===== src/dual_row_hex_seven_segment_scanner_macros.svh =====
// Assertion macros for the dual-row seven-segment scanner.
// Used at the end of the top level; depends on nothing.
`ifndef DUAL_ROW_HEX_SEVEN_SEGMENT_SCANNER_MACROS_SVH
`define DUAL_ROW_HEX_SEVEN_SEGMENT_SCANNER_MACROS_SVH

// Same-cycle implication, checked out of reset.
`define DR7S_ASSERT_IMP(label, clk, rst_n, ante, cons) \
	label: assert property (@(posedge clk) disable iff (!rst_n) (ante) |-> (cons)) \
		else $error("dr7s: same-cycle check failed");

// Next-cycle implication, checked out of reset.
`define DR7S_ASSERT_NXT(label, clk, rst_n, ante, cons) \
	label: assert property (@(posedge clk) disable iff (!rst_n) (ante) |=> (cons)) \
		else $error("dr7s: next-cycle check failed");

`endif


===== src/dr7s_pkg.sv =====
// Shared types, constants and the segment decoder for the scanner.
// No dependencies.
`default_nettype none
package dr7s_pkg;
	localparam logic [1:0] PH_UPPER = 2'd0;
	localparam logic [1:0] PH_LOWER = 2'd1;
	localparam logic [1:0] PH_BLANK = 2'd2;

	localparam logic [7:0] UPPER_FIRST_MASK = 8'h80;
	localparam logic [7:0] LOWER_FIRST_MASK = 8'h08;

	localparam int PAIRS_PER_TICK = 16;
	localparam int PAIR_CNT_W     = $clog2(PAIRS_PER_TICK);

	// One tick's worth of serial data: segments then column mask, MSB first.
	typedef struct packed {
		logic [PAIRS_PER_TICK-1:0] word0;
		logic [PAIRS_PER_TICK-1:0] word1;
	} job_t;

	typedef struct packed {
		logic push;
		job_t job;
	} q_push_t;

	typedef struct packed {
		logic valid;
		job_t job;
	} q_head_t;

	// Active-low hex segment pattern.
	function automatic logic [7:0] seg_pattern(input logic [3:0] nib);
		logic [7:0] s;
		case (nib)
			4'h0: s = 8'hC0;
			4'h1: s = 8'hF9;
			4'h2: s = 8'hA4;
			4'h3: s = 8'hB0;
			4'h4: s = 8'h99;
			4'h5: s = 8'h92;
			4'h6: s = 8'h82;
			4'h7: s = 8'hF8;
			4'h8: s = 8'h80;
			4'h9: s = 8'h90;
			4'hA: s = 8'h88;
			4'hB: s = 8'h83;
			4'hC: s = 8'hC6;
			4'hD: s = 8'hA1;
			4'hE: s = 8'h86;
			4'hF: s = 8'h8E;
			default: s = 8'hFF;
		endcase
		return s;
	endfunction
endpackage
`default_nettype wire


===== src/dr7s_in_if.sv =====
// Input channel: valid/ready handshake carrying an op and two row values.
// Depends on nothing.
`default_nettype none
interface dr7s_in_if;
	logic        valid;
	logic        ready;
	logic        op;
	logic [31:0] new_row0;
	logic [31:0] new_row1;

	modport source (output valid, output op, output new_row0, output new_row1, input ready);
	modport sink   (input valid, input op, input new_row0, input new_row1, output ready);
endinterface
`default_nettype wire


===== src/dr7s_out_if.sv =====
// Output channel: valid/ready handshake carrying one serial bit pair.
// Depends on nothing.
`default_nettype none
interface dr7s_out_if;
	logic valid;
	logic ready;
	logic line0_bit;
	logic line1_bit;
	logic latch_after;

	modport source (output valid, output line0_bit, output line1_bit, output latch_after,
		input ready);
	modport sink   (input valid, input line0_bit, input line1_bit, input latch_after,
		output ready);
endinterface
`default_nettype wire


===== src/dual_row_hex_seven_segment_scanner.sv =====
// Top level of the dual-row hex seven-segment scanner: front end, job queue, serializer.
// Depends on dr7s_pkg, dr7s_in_if, dr7s_out_if, the macros header and the submodules.
//
//   channel | dir | payload                                | handshake
//   in_ch   | in  | op, new_row0[31:0], new_row1[31:0]     | valid/ready
//   out_ch  | out | line0_bit, line1_bit, latch_after      | valid/ready
//
// A tick is shifted out by the serializer as sixteen bit pairs, one bit pair per cycle while out_ch is ready.
// A set item only updates the held rows and gives no output.
// The two-entry queue lets the front end take up to two ticks ahead of the serializer.
// in_ch.ready drops only while the queue is full; a stalled out_ch holds the current pair.
// Reset clears the scan to the first upper digit with all rows at zero.
`default_nettype none
`include "dual_row_hex_seven_segment_scanner_macros.svh"
module dual_row_hex_seven_segment_scanner import dr7s_pkg::*; #(
	parameter int DIGITS_PER_HALF = 4
) (
	input  wire logic  clk,
	input  wire logic  arst_n,
	dr7s_in_if.sink    in_ch,
	dr7s_out_if.source out_ch
);
	q_push_t push;
	q_head_t head;
	logic    q_full, pop;

	dr7s_front #(.DIGITS_PER_HALF(DIGITS_PER_HALF)) u_front (
		.clk    (clk),
		.arst_n (arst_n),
		.in_ch  (in_ch),
		.q_full (q_full),
		.push   (push)
	);

	dr7s_queue u_queue (
		.clk    (clk),
		.arst_n (arst_n),
		.push   (push),
		.pop    (pop),
		.full   (q_full),
		.head   (head)
	);

	dr7s_back u_back (
		.clk    (clk),
		.arst_n (arst_n),
		.head   (head),
		.pop    (pop),
		.out_ch (out_ch)
	);

	`DR7S_ASSERT_IMP(a_set_no_job, clk, arst_n, in_ch.valid && in_ch.ready && in_ch.op, !push.push)
	`DR7S_ASSERT_IMP(a_tick_job, clk, arst_n, in_ch.valid && in_ch.ready && !in_ch.op, push.push)
	`DR7S_ASSERT_IMP(a_pop_nonempty, clk, arst_n, pop, head.valid)
	`DR7S_ASSERT_NXT(a_idle_after_latch, clk, arst_n,
		out_ch.valid && out_ch.ready && out_ch.latch_after && !head.valid, !out_ch.valid)
endmodule
`default_nettype wire


===== src/dr7s_front.sv =====
// Front end: accepts items, keeps the held rows and scan position, builds shift jobs.
// Depends on dr7s_pkg and dr7s_in_if.
`default_nettype none
module dr7s_front import dr7s_pkg::*; #(
	parameter int DIGITS_PER_HALF = 4
) (
	input  wire logic   clk,
	input  wire logic   arst_n,
	dr7s_in_if.sink     in_ch,
	input  wire logic   q_full,
	output q_push_t     push
);
	logic [1:0]  phase_q;
	logic [2:0]  count_q;
	logic [7:0]  mask_q;
	logic [15:0] nib0_q, nib1_q;
	logic [31:0] held0_q, held1_q;

	logic       xfer, tick;
	logic [3:0] count_inc;
	logic       half_done;

	assign in_ch.ready = !q_full;
	assign xfer        = in_ch.valid && in_ch.ready;
	assign tick        = xfer && !in_ch.op;
	assign count_inc   = {1'b0, count_q} + 4'd1;
	assign half_done   = count_inc >= 4'(DIGITS_PER_HALF);

	always_comb begin
		push.push = tick;
		if (phase_q == PH_UPPER || phase_q == PH_LOWER) begin
			push.job.word0 = {seg_pattern(nib0_q[3:0]), mask_q};
			push.job.word1 = {seg_pattern(nib1_q[3:0]), mask_q};
		end else begin
			push.job = '0;
		end
	end

	always_ff @(posedge clk or negedge arst_n) begin
		if (!arst_n) begin
			phase_q <= PH_UPPER;
			count_q <= '0;
			mask_q  <= UPPER_FIRST_MASK;
			nib0_q  <= '0;
			nib1_q  <= '0;
			held0_q <= '0;
			held1_q <= '0;
		end else if (xfer && in_ch.op) begin
			held0_q <= in_ch.new_row0;
			held1_q <= in_ch.new_row1;
		end else if (tick) begin
			case (phase_q)
				PH_UPPER: begin
					if (half_done) begin
						mask_q  <= LOWER_FIRST_MASK;
						nib0_q  <= held0_q[15:0];
						nib1_q  <= held1_q[15:0];
						count_q <= '0;
						phase_q <= PH_LOWER;
					end else begin
						mask_q  <= mask_q >> 1;
						nib0_q  <= nib0_q >> 4;
						nib1_q  <= nib1_q >> 4;
						count_q <= count_inc[2:0];
					end
				end
				PH_LOWER: begin
					mask_q  <= mask_q >> 1;
					nib0_q  <= nib0_q >> 4;
					nib1_q  <= nib1_q >> 4;
					count_q <= count_inc[2:0];
					if (half_done)
						phase_q <= PH_BLANK;
				end
				default: begin
					// blanking tick: reload the upper halves
					mask_q  <= UPPER_FIRST_MASK;
					nib0_q  <= held0_q[31:16];
					nib1_q  <= held1_q[31:16];
					count_q <= '0;
					phase_q <= PH_UPPER;
				end
			endcase
		end
	end
endmodule
`default_nettype wire


===== src/dr7s_queue.sv =====
// Two-entry job queue between the front end and the serializer.
// Depends on dr7s_pkg.
`default_nettype none
module dr7s_queue import dr7s_pkg::*; (
	input  wire logic clk,
	input  wire logic arst_n,
	input  q_push_t   push,
	input  wire logic pop,
	output logic      full,
	output q_head_t   head
);
	localparam int DEPTH = 2;
	localparam int PTR_W = $clog2(DEPTH);
	localparam int CNT_W = $clog2(DEPTH + 1);

	job_t             slot_q [DEPTH];
	logic [PTR_W-1:0] wr_ptr_q, rd_ptr_q;
	logic [CNT_W-1:0] cnt_q;

	assign full       = cnt_q == CNT_W'(DEPTH);
	assign head.valid = cnt_q != '0;
	assign head.job   = slot_q[rd_ptr_q];

	always_ff @(posedge clk) begin
		if (push.push)
			slot_q[wr_ptr_q] <= push.job;
	end

	always_ff @(posedge clk or negedge arst_n) begin
		if (!arst_n) begin
			wr_ptr_q <= '0;
			rd_ptr_q <= '0;
			cnt_q    <= '0;
		end else begin
			if (push.push)
				wr_ptr_q <= wr_ptr_q + PTR_W'(1);
			if (pop)
				rd_ptr_q <= rd_ptr_q + PTR_W'(1);
			case ({push.push, pop})
				2'b10:   cnt_q <= cnt_q + CNT_W'(1);
				2'b01:   cnt_q <= cnt_q - CNT_W'(1);
				default: cnt_q <= cnt_q;
			endcase
		end
	end
endmodule
`default_nettype wire


===== src/dr7s_back.sv =====
// Serializer: shifts each job out as sixteen bit pairs, flagging the last one.
// Depends on dr7s_pkg and dr7s_out_if.
`default_nettype none
module dr7s_back import dr7s_pkg::*; (
	input  wire logic  clk,
	input  wire logic  arst_n,
	input  q_head_t    head,
	output logic       pop,
	dr7s_out_if.source out_ch
);
	logic [PAIRS_PER_TICK-1:0] sh0_q, sh1_q;
	logic [PAIR_CNT_W-1:0]     cnt_q;
	logic                      busy_q;
	logic                      last, xfer;

	assign last   = cnt_q == PAIR_CNT_W'(PAIRS_PER_TICK - 1);
	assign xfer   = busy_q && out_ch.ready;
	assign pop    = head.valid && (!busy_q || (xfer && last));

	assign out_ch.valid       = busy_q;
	assign out_ch.line0_bit   = sh0_q[PAIRS_PER_TICK-1];
	assign out_ch.line1_bit   = sh1_q[PAIRS_PER_TICK-1];
	assign out_ch.latch_after = last;

	always_ff @(posedge clk) begin
		if (pop) begin
			sh0_q <= head.job.word0;
			sh1_q <= head.job.word1;
		end else if (xfer) begin
			sh0_q <= sh0_q << 1;
			sh1_q <= sh1_q << 1;
		end
	end

	always_ff @(posedge clk or negedge arst_n) begin
		if (!arst_n) begin
			busy_q <= 1'b0;
			cnt_q  <= '0;
		end else if (pop) begin
			busy_q <= 1'b1;
			cnt_q  <= '0;
		end else if (xfer) begin
			// drop out of busy after the latch pair when nothing is queued
			if (last)
				busy_q <= 1'b0;
			cnt_q <= cnt_q + PAIR_CNT_W'(1);
		end
	end
endmodule
`default_nettype wire

===== src/flat_wrapper.sv =====
// flat-port wrapper written by rule: the top's interface ports become plain ports
module dual_row_hex_seven_segment_scanner_flat import dr7s_pkg::*;
#(
	parameter int DIGITS_PER_HALF = 4
)
  (clk, arst_n, in_ch_valid, in_ch_op, in_ch_new_row0, in_ch_new_row1, in_ch_ready, out_ch_valid, out_ch_line0_bit, out_ch_line1_bit, out_ch_latch_after, out_ch_ready);
  dr7s_in_if in_ch_i ();
  dr7s_out_if out_ch_i ();
  input  wire logic clk;
  input  wire logic arst_n;
  input wire logic [$bits(in_ch_i.valid)-1:0] in_ch_valid;
  input wire logic [$bits(in_ch_i.op)-1:0] in_ch_op;
  input wire logic [$bits(in_ch_i.new_row0)-1:0] in_ch_new_row0;
  input wire logic [$bits(in_ch_i.new_row1)-1:0] in_ch_new_row1;
  output wire logic [$bits(in_ch_i.ready)-1:0] in_ch_ready;
  output wire logic [$bits(out_ch_i.valid)-1:0] out_ch_valid;
  output wire logic [$bits(out_ch_i.line0_bit)-1:0] out_ch_line0_bit;
  output wire logic [$bits(out_ch_i.line1_bit)-1:0] out_ch_line1_bit;
  output wire logic [$bits(out_ch_i.latch_after)-1:0] out_ch_latch_after;
  input wire logic [$bits(out_ch_i.ready)-1:0] out_ch_ready;
  assign in_ch_i.valid = in_ch_valid;
  assign in_ch_i.op = in_ch_op;
  assign in_ch_i.new_row0 = in_ch_new_row0;
  assign in_ch_i.new_row1 = in_ch_new_row1;
  assign in_ch_ready = in_ch_i.ready;
  assign out_ch_valid = out_ch_i.valid;
  assign out_ch_line0_bit = out_ch_i.line0_bit;
  assign out_ch_line1_bit = out_ch_i.line1_bit;
  assign out_ch_latch_after = out_ch_i.latch_after;
  assign out_ch_i.ready = out_ch_ready;
  dual_row_hex_seven_segment_scanner #(.DIGITS_PER_HALF(DIGITS_PER_HALF)) u_core (.clk(clk), .arst_n(arst_n), .in_ch(in_ch_i), .out_ch(out_ch_i));
endmodule

===== config.mk =====
export PLATFORM = sky130hd
export DESIGN_NAME = dual_row_hex_seven_segment_scanner_flat
export DESIGN_NICKNAME = d
export VERILOG_FILES = /design/src/dr7s_pkg.sv /design/src/dr7s_in_if.sv /design/src/dr7s_out_if.sv /design/src/dual_row_hex_seven_segment_scanner.sv /design/src/dr7s_front.sv /design/src/dr7s_queue.sv /design/src/dr7s_back.sv /design/src/flat_wrapper.sv
export VERILOG_INCLUDE_DIRS = /design/src /design/src/src
export SDC_FILE = /design/constraint.sdc
export NUM_CORES = 1
export LEC_CHECK = 0
export BUFFER_PORTS_ARGS = -buffer_cell sky130_fd_sc_hd__buf_2
export CORE_ASPECT_RATIO = 1.75
export CORE_MARGIN = 4
export CORE_UTILIZATION = 30
export CTS_CLUSTER_SIZE = 14
export DETAILED_ROUTE_END_ITERATION = 6
export SYNTH_ARGS = -nofsm -noshare
export SYNTH_HDL_FRONTEND = slang
export SYNTH_SLANG_ARGS = --single-unit

===== constraint.sdc =====
create_clock -name clk -period 8.3 [get_ports clk]
set_clock_uncertainty 0.2 [all_clocks]
set_input_delay 0.415 -clock clk [delete_from_list [all_inputs] [get_ports clk]]
set_output_delay 0.415 -clock clk [all_outputs]
set_load 0.01 [all_outputs]

==> run summary <==
## Run status
- **status** finished clean

## Placement
- **Placed Instance Area** 9100 sq um
- **pre-CTS worst setup slack** 5.46 ns
- **IO Port Bufs** 73
- **global placement routability congestion** 0.725
- **DP HPWL** 11.0 mm

## Clock tree
- **worst skew pair latency** 0.44 ns
- **clock tree from TritonCTS** done
- **setup bufs post-CTS** 0
- **maximum root-to-sink buffer count** 2
- **H-tree level count** 4
- **clock tree root driver cell** sky130_fd_sc_hd__clkbuf_16
- **cts bufs inserted** 17
- **total number of clock tree sinks** 188
- **Clock transition at path regs** 0.07 ns

## Run
- **# Max-Cap Violations** 0

## Power
- **Net Switching** 1.11 mW
- **switching power share of the total** 0.330
- **P_int** 2.25 mW
- **combinational cell fraction of total power** 0.285
- **maximum VDD drop** 0.230 mV
- **fraction of power consumed by sequential logic** 0.471
- **static power due to leakage** 4.25 nW
- **part of the total power dissipated in the clock network** 0.244
- **areal power density over the cells** 328 nW/um^2

## Logic synthesis
- **leading register cell type out of synthesis** sky130_fd_sc_hd__dfrtp_1
- **Yosys warning count** 0
- **register area share after synthesis** 0.601
- **leading post-synthesis cells by cell area** sky130_fd_sc_hd__dfrtp_1, sky130_fd_sc_hd__edfxtp_1, sky130_fd_sc_hd__mux2_1
- **number of register bits inferred by synthesis** 188
- **post-synth top area cell** sky130_fd_sc_hd__dfrtp_1
- **number of nets in the synthesized netlist** 754
- **asr flop ratio synth** 0.628
- **share of the synthesized area in the top cell type** 0.348
- **Syn Area/Cell** 12.6 sq um
- **distinct cell type count of the synthesized netlist** 51
- **post-synth design cell area** 8410 sq um
- **most frequently used cell type in the post-synthesis netlist** sky130_fd_sc_hd__dfrtp_1
- **cell types with the highest counts after synthesis** sky130_fd_sc_hd__dfrtp_1, sky130_fd_sc_hd__edfxtp_1, sky130_fd_sc_hd__nor2_1
- **number of enable-type register cells in the synthesized netlist** 70
- **synthesized instance count** 668

## Routing
- **Via-to-Cell Ratio** 4.63
- **Remaining DRCs** 0
- **iteration-0 DRC count of the detailed router** 194
- **number of detailed-routing iterations run before antenna repair** 4
- **wire length per cell** 14.0 microns
- **overall via count from detail_route** 5,382
- **number of nets still failing antenna checks after routing** 0
- **routed wire length** 16.3 mm

## Final layout
- **diodes inserted** 0
- **synthesis-to-finish area growth** 21.8%
- **post-route standard cell area excluding fillers** 10,200 sq um
- **core occupancy in the finished layout** 0.374
- **layout cells sized above 1** 0.191
- **layout net count** 867

## Worst setup path
- **peak fanout along the critical path** 41
- **Top delay family on crit path** buffers and inverters
- **path depth of the worst reg2reg path** 8
- **CP most frequent cell** sky130_fd_sc_hd__buf_4
- **FF-to-FF setup slack** 5.53 ns
- **Cell Chain, Critical Path** nor2b_4, nor3_4, buf_4, inv_2, buf_4, ha_1, nor2_1, xor2_1
- **count of buffer and inverter cells on the critical path** 3
- **kind of capture point of the worst setup path** flip-flop
- **data arrival time at the worst-slack endpoint** 2.92 ns
- **reg2reg end** u_core.u_queue.cnt_q[1]
- **logic depth of the worst path, buffers included** 8
- **startpoint of the worst register-to-register path** u_core.u_queue.cnt_q[0]
- **type of the worst setup path** reg -> reg
- **crit start category** flip-flop
- **CP peak stage delay** 0.47 ns
- **slowest library cell on the worst path** sky130_fd_sc_hd__dfrtp_1
- **Crit path required time** 8.45 ns

## Timing
- **sum of negative setup slack** 0 ns
- **Max Clock Freq** 0.361 GHz
- **RSZ-0062 raised after global routing** false
- **worst slew pin tran** 1.03 ns
- **final number of hold-violating endpoints** 0
- **final critical-path required period** 2.77 ns
- **period utilisation layout** 0.334
- **Max-Slew Margin vs Limit** 0.312
- **post-route setup slack** 5.53 ns
- **number of max-slew violations in the final report** 0
- **Fin Hold WS** 0.0114 ns
- **final count of negative-setup-slack endpoints** 0

## Min path
- **min-delay src** in_ch_new_row0[3]
- **worst hold path type** in -> reg
- **hold-critical path depth** 2
- **Min-Delay Endpoint** u_core.u_front.held0_q[3]

## Global route
- **total global routing overflow** 0
- **vias in the first global route** 5,653
- **initial antenna violation count** 0
- **Total Routing Usage GR** 0.113
- **maximum number of pins on one net before global-route repair** 81
- **global-route wire length before repair** 28.1 mm

## Die
- **DIE AREA** 30,900 sq um
- **Initial Util** 0.307
- **Die Span Y** 230 microns
- **standard-cell row count** 80
- **chip width** 135 microns
- **standard cell core area** 27,400 sq um
- **number of top-level pins** 74

sequential cells by signal, indices dropped and copies added, names as in the netlist:
name                        cells
u_core.u_queue.rd_ptr_q         1
u_core.u_front.nib0_q          16
u_core.u_back.out_ch.valid      1
u_core.u_back.sh0_q             9
u_core.u_front.count_q          3
u_core.u_back.sh1_q            15
u_core.u_front.phase_q          2
u_core.u_front.nib1_q          16
u_core.u_queue.wr_ptr_q         1
u_core.u_front.held0_q         32
u_core.u_queue.slot_q          46
u_core.u_front.held1_q         32
u_core.u_front.mask_q           8
u_core.u_queue.cnt_q            2
u_core.u_back.cnt_q             4
worst max path at each step:
| stage | start | endpoint |
|---|---|---|
| CTS | u_core.u_queue.cnt_q[0] | u_core.u_queue.cnt_q[1] |
| global placement | in_ch_valid | u_core.u_queue.slot_q[0][27] |
| finish | u_core.u_queue.cnt_q[0] | u_core.u_queue.cnt_q[1] |
| global route | u_core.u_queue.cnt_q[0] | u_core.u_queue.cnt_q[1] |
| floorplan | in_ch_valid | u_core.u_queue.slot_q[0][10] |
| detailed placement | in_ch_valid | u_core.u_queue.slot_q[0][27] |
area by class of cell:
class	instances	area, sq um
tap	369	462
fill	2666	17200
timing repair buffer	136	976
clock buffer	21	472
multi-input combinational	425	3100
inverter	13	48.8
clock inverter	11	130
sequential	188	5060
cell usage in the layout, fill, tap and decap left out, types with 3 or more instances in the layout:
cell / instances
sky130_fd_sc_hd__a22oi_2: 5
sky130_fd_sc_hd__clkbuf_8: 3
sky130_fd_sc_hd__o21ai_0: 28
sky130_fd_sc_hd__inv_1: 11
sky130_fd_sc_hd__nor3_1: 3
sky130_fd_sc_hd__mux2i_1: 25
sky130_fd_sc_hd__dlygate4sd3_1: 54
sky130_fd_sc_hd__nor2b_1: 13
sky130_fd_sc_hd__a221oi_1: 11
sky130_fd_sc_hd__mux2_2: 4
sky130_fd_sc_hd__nand3_1: 12
sky130_fd_sc_hd__a221oi_2: 7
sky130_fd_sc_hd__nand2b_1: 4
sky130_fd_sc_hd__buf_2: 72
sky130_fd_sc_hd__ha_1: 17
sky130_fd_sc_hd__edfxtp_1: 70
sky130_fd_sc_hd__a21boi_0: 14
sky130_fd_sc_hd__dfrtp_1: 117
sky130_fd_sc_hd__clkbuf_16: 17
sky130_fd_sc_hd__and2_1: 5
sky130_fd_sc_hd__xnor2_1: 5
sky130_fd_sc_hd__nand2_1: 61
sky130_fd_sc_hd__mux2_1: 60
sky130_fd_sc_hd__a21oi_2: 7
sky130_fd_sc_hd__buf_4: 10
sky130_fd_sc_hd__a311oi_1: 4
sky130_fd_sc_hd__nor2_1: 66
sky130_fd_sc_hd__a211oi_1: 4
sky130_fd_sc_hd__a21oi_1: 29
sky130_fd_sc_hd__a22oi_1: 16
sky130_fd_sc_hd__inv_6: 3
power groups by stage:
stage / registers (mW) / logic [mW] / clock network [mW]
floorplan: 1.50 / 0.811 / 0
global placement: 1.60 / 0.934 / 0
detailed placement: 1.61 / 0.955 / 0
CTS: 1.59 / 0.978 / 0.844
global route: 1.63 / 1.10 / 0.877
finish: 1.58 / 0.957 / 0.822
logic make-up after synthesis:
logic type | Yosys count | share of synthesized area
AOI/OAI and AO/OA | 134 | 0.117
xor gates and xnor gates | 7 | 0.00729
adders and majority gates | 17 | 0.0253
buffers and inverters | 55 | 0.0320
DFF | 188 | 0.601
muxes | 91 | 0.121
and+or+nand+nor | 176 | 0.0964
through the flow:
| stage | cells | power, mW |
|---|---|---|
| final | 1163 | 3.36 |
| after global placement | 1077 | 2.53 |
| after CTS | 1163 | 3.41 |
| after floorplan | 668 | 2.31 |
| after detailed placement | 1077 | 2.56 |
| after global routing | 1163 | 3.61 |
repair_timing:
item	in CTS	in global routing
gates resized for setup	0	0
endpoints found under the hold margin	91	0
hold buffers	54	0
layer usage:
layer  vias up  share of wire  GRT usage
met2        81           0.56      0.210
met3        17          0.024     0.0220
met5         -              0          0
li1       2619              -          -
met4         0          0.017     0.0436
met1      2665           0.40      0.125
Note: power is estimated with default switching activity, not from simulation.
